===== src/rtl/sacl_pkg.sv =====
// Shared types, constants and register codes for the set-associative cache lookup.
package sacl_pkg;

   localparam int ADDR_W       = 32;
   localparam int TAG_W        = 31;
   localparam int STAMP_W      = 32;
   localparam int COUNT_W      = 32;
   localparam int WAY_ID_W     = 3;
   localparam int WAY_CNT_W    = 4;
   localparam int OFFSET_W     = 4;
   localparam int INDEX_W      = 4;
   localparam int WAYS_LOG2_W  = 2;
   localparam int CSR_IDX_W    = 2;
   localparam int CSR_DATA_W   = 4;

   localparam int DEF_MAX_SETS = 256;
   localparam int DEF_MAX_WAYS = 8;

   localparam logic [OFFSET_W-1:0]    OFFSET_RST    = 4'd4;
   localparam logic [INDEX_W-1:0]     INDEX_RST     = 4'd6;
   localparam logic [WAYS_LOG2_W-1:0] WAYS_LOG2_RST = 2'd2;

   typedef enum logic [CSR_IDX_W-1:0] {
      CSR_OFFSET_BITS = 2'd0,
      CSR_INDEX_BITS  = 2'd1,
      CSR_WAYS_LOG2   = 2'd2
   } csr_idx_type;

   typedef enum logic [1:0] {
      ST_CLEAR,
      ST_IDLE,
      ST_LOOKUP
   } state_type;

   // One way of a set as held in the line memory.
   typedef struct packed {
      logic               valid;
      logic [TAG_W-1:0]   tag;
      logic [STAMP_W-1:0] stamp;
   } line_type;

   // Outcome of the way selection for one lookup.
   typedef struct packed {
      logic                hit;
      logic [WAY_ID_W-1:0] way;
   } sel_type;

endpackage


===== src/rtl/sacl_way_select.sv =====
// Way selection for one set: tag match, first free way, or oldest stamp.
module sacl_way_select #(
   parameter int NWAYS = sacl_pkg::DEF_MAX_WAYS
) (
   input  sacl_pkg::line_type [NWAYS-1:0]       row,
   input  logic [sacl_pkg::TAG_W-1:0]           tag,
   input  logic [sacl_pkg::WAY_CNT_W-1:0]       way_count,
   output sacl_pkg::sel_type                    sel
);
   import sacl_pkg::*;

   logic [NWAYS-1:0] in_use;
   logic [NWAYS-1:0] match;
   logic [NWAYS-1:0] free;
   logic [NWAYS-1:0] cand;
   logic [NWAYS-1:0] oldest;

   always_comb begin
      for (int i = 0; i < NWAYS; i++) begin
         in_use[i] = WAY_CNT_W'(i) < way_count;
         match[i]  = in_use[i] && row[i].valid && (row[i].tag == tag);
         free[i]   = in_use[i] && !row[i].valid;
         cand[i]   = in_use[i] && row[i].valid && (row[i].tag != tag);
      end
   end

   // All pairwise stamp compares side by side; ties go to the lower way.
   always_comb begin
      for (int i = 0; i < NWAYS; i++) begin
         oldest[i] = cand[i];
         for (int j = 0; j < NWAYS; j++) begin
            if (j < i) begin
               if (cand[j] && !(row[i].stamp < row[j].stamp)) oldest[i] = 1'b0;
            end else if (j > i) begin
               if (cand[j] && !(row[i].stamp <= row[j].stamp)) oldest[i] = 1'b0;
            end
         end
      end
   end

   always_comb begin
      sel.hit = |match;
      sel.way = '0;
      if (|match) begin
         for (int i = NWAYS - 1; i >= 0; i--) begin
            if (match[i]) sel.way = WAY_ID_W'(i);
         end
      end else if (|free) begin
         for (int i = NWAYS - 1; i >= 0; i--) begin
            if (free[i]) sel.way = WAY_ID_W'(i);
         end
      end else begin
         for (int i = NWAYS - 1; i >= 0; i--) begin
            if (oldest[i]) sel.way = WAY_ID_W'(i);
         end
      end
   end

endmodule


===== config.mk =====
export PLATFORM = sky130hd
export DESIGN_NAME = sacl_way_select
export DESIGN_NICKNAME = d
export VERILOG_FILES = /design/src/rtl/sacl_pkg.sv /design/src/rtl/sacl_way_select.sv
export SDC_FILE = /design/constraint.sdc
export NUM_CORES = 1
export LEC_CHECK = 0
export ABC_AREA = 1
export BUFFER_PORTS_ARGS = -buffer_cell sky130_fd_sc_hd__buf_2
export CAP_MARGIN = 20
export CORE_AREA = 2 2 211 213
export DETAILED_ROUTE_END_ITERATION = 10
export DIE_AREA = 0 0 213 215
export PLACE_DENSITY = 0.94
export SLEW_MARGIN = 25
export SYNTH_ARGS = -nofsm -noshare
export SYNTH_HDL_FRONTEND = slang
export SYNTH_SLANG_ARGS = --single-unit

===== constraint.sdc =====
create_clock -name vclk -period 4.76
set_input_delay 0.714 -clock vclk [all_inputs]
set_output_delay 0.714 -clock vclk [all_outputs]
set_load 0.01 [all_outputs]

==> results_dict.tcl <==
set metrics [dict create \
    tightestPinTransition_ns 1.05 \
    io_buffers 551 \
    drive_gt1_share_pct 13.0 \
    ys_top_cells_by_area "ha_1 43%, nand2_1 19%, a21oi_1 8.6%" \
    placed_cell_area_mm2 0.0293 \
    n_clock_buffer 0 \
    syn_area_mm2 0.0259 \
    yosysSeqAreaShare_pct 0 \
    gp_congestion 1.07 \
    hold_path_class "input pin to output port" \
    design_area_mm2 0.0293 \
    dp_hpwl_um 93600 \
    fin_util_pct 67.2 \
    crit_chain "buf_2 > inv_1 > ha_1 > nand2_1 > nor2_1 > nand2_1 > nor4_1 > nand2_1 > nand2_1 > nand2_1 > o21ai_1 > nor2_1 > nand2_1 > nand2_1 > nor2_1 > o21ai_1 > nand2_1 > nand2_1 > nand2_1 > buf_2" \
    power_leakage_nw 17.8 \
    io_pins 551 \
    seq_cell_count 0 \
    grt_pass1_vias 29002 \
    syn-num-nets 5672 \
    syn_inst 4229 \
    rsz0062_at_grt "no" \
    worst_path_max_delay_cell "nor4_1" \
    nets 6205 \
    synth.avg_cell_area_um2 6.13 \
    vias_per_cell 5.83 \
    path_buf_inv 3 \
    first_pass_iters 8 \
    slowest_delay_ns 0.72 \
    die_h_um 215 \
    grt_max_degree 11 \
    track_usage_pct 45.9 \
    yosys.area.top_type_share_pct 43.3 \
    ys_warn_count 0 \
    wire_per_inst_um 20.2 \
    cp_max_fo 5 \
    final.period_utilization_pct 98.4 \
    maxSlewViolCount 0 \
    path_common_cell "nand2_1" \
    cp-end-kind "output port" \
    initial_utilization_pct 59.4 \
    core-area_mm2 0.0436 \
    fin_setup_tns_ns 0 \
    fill_cells 4083 \
    max_freq_ghz 0.214 \
    drc 0 \
    path_class "input pin to output port" \
    rows 77 \
    setup_viol 0 \
    drtIter0Drc 2853 \
    grt_antenna_before_repair 25 \
    crit_arrival_ns 3.97 \
    crit_required_ns 4.05 \
    crit_start "row[157]" \
    finalWirelength_um 108000 \
    grt_pass1_wl_um 161000 \
    ant_nets 0 \
    irDropWorstVdd_mv 0.107 \
    hold_buffers 0 \
    hold_start "row[383]" \
    slew_headroom_pct 29.4 \
    synth_area_leader_cell "ha_1" \
    vias 31308 \
    multiInputGateArea_mm2 0.0235 \
    finalCriticalPeriod_ns 4.68 \
    power.density_mw_per_mm2 95.8 \
    crit_family "simple AND/OR/NAND/NOR gates" \
    die-area_mm2 0.0458 \
    outcome "finished clean" \
    start_kind "input pin" \
    area_growth_pct 13.1 \
    hold_viol 0 \
    gr-total-overflow 0 \
    drv_cap 0 \
    synth.most_common_cell "nand2_1" \
    ys_types 38 \
    die_x_um 213 \
    register_area_um2 0 \
    ys_top_cells_by_count "1321 x nand2_1, 896 x ha_1, 551 x inv_1" \
]
cell families after synthesis:
kind of cell | share of synthesized area (%)
compound gates | 13.8
fa+ha+maj | 43.3
simple gates | 30.3
xor+xnor | 3.24
buf+inv | 9.40
metrics by stage:
step	hold WS, ns	std cells	total power, mW	setup slack (ns)
CTS	2.04	5352	2.71	0.204
floorplan	1.69	4229	1.68	1.62
detailed placement	2.03	5352	2.70	0.202
global route	2.09	5372	3.14	0.0462
global placement	2.03	5352	2.61	0.145
finish	2.05	5372	2.81	0.0780
worst min-delay path, cell delays in order:
cell and delay (ns):
buf_2 0.11, nand3_1 0.10, nand2_1 0.07, nor2_1 0.06
nand2_2 0.08, buf_2 0.19
report_power, final:
| part | switching, mW | internal [mW] |
|---|---|---|
| logic | 1.78 | 1.02 |
| clock network | 0 | 0.000000564 |
| registers | 0 | 0 |
routing by layer:
layer | vias up | GRT usage [%] | wire length, µm
met5 | - | 0 | 60
met4 | 10 | 37.4 | 10700
met3 | 546 | 10.4 | 12300
met2 | 1837 | 71.4 | 45300
met1 | 13708 | 53.7 | 40000
li1 | 15207 | - | -
cell type report:
class	count	share of cell area, %
Multi-Input combinational cell	3613	80.1
Timing Repair Buffer	562	9.69
Inverter	585	7.51
Tap cell	592	2.53
Antenna cell	20	0.171
worst paths after layout:
kind                  slack, ns      to  depth (start not counted)
worst min-delay path       2.05  sel[3]                          6
worst max-delay path       0.08  sel[1]                         20
cell usage in the layout (no fill, tap or decap), drive strengths merged:
cell type / count
o21ai: 147
nand3: 63
a211oi: 2
nor4: 22
xnor2: 44
and3: 2
xor2: 52
o211ai: 21
nand4: 95
nor2: 387
o21bai: 10
ha: 896
clkinv: 2
a31oi: 6
a21boi: 3
and2: 1
a21oi: 446
inv: 583
nor3: 40
buf: 562
or3: 1
or2: 4
nand2: 1326
nor3b: 1
nand3b: 7
a21o: 9
o21a: 28
diode: 20
what timing repair did:
action | CTS | global route
buffers inserted | 0 | 0
setup endpoints to repair | 0 | 1
resized for setup | 0 | 1
No activity file was read; power rests on OpenSTA's default activity.
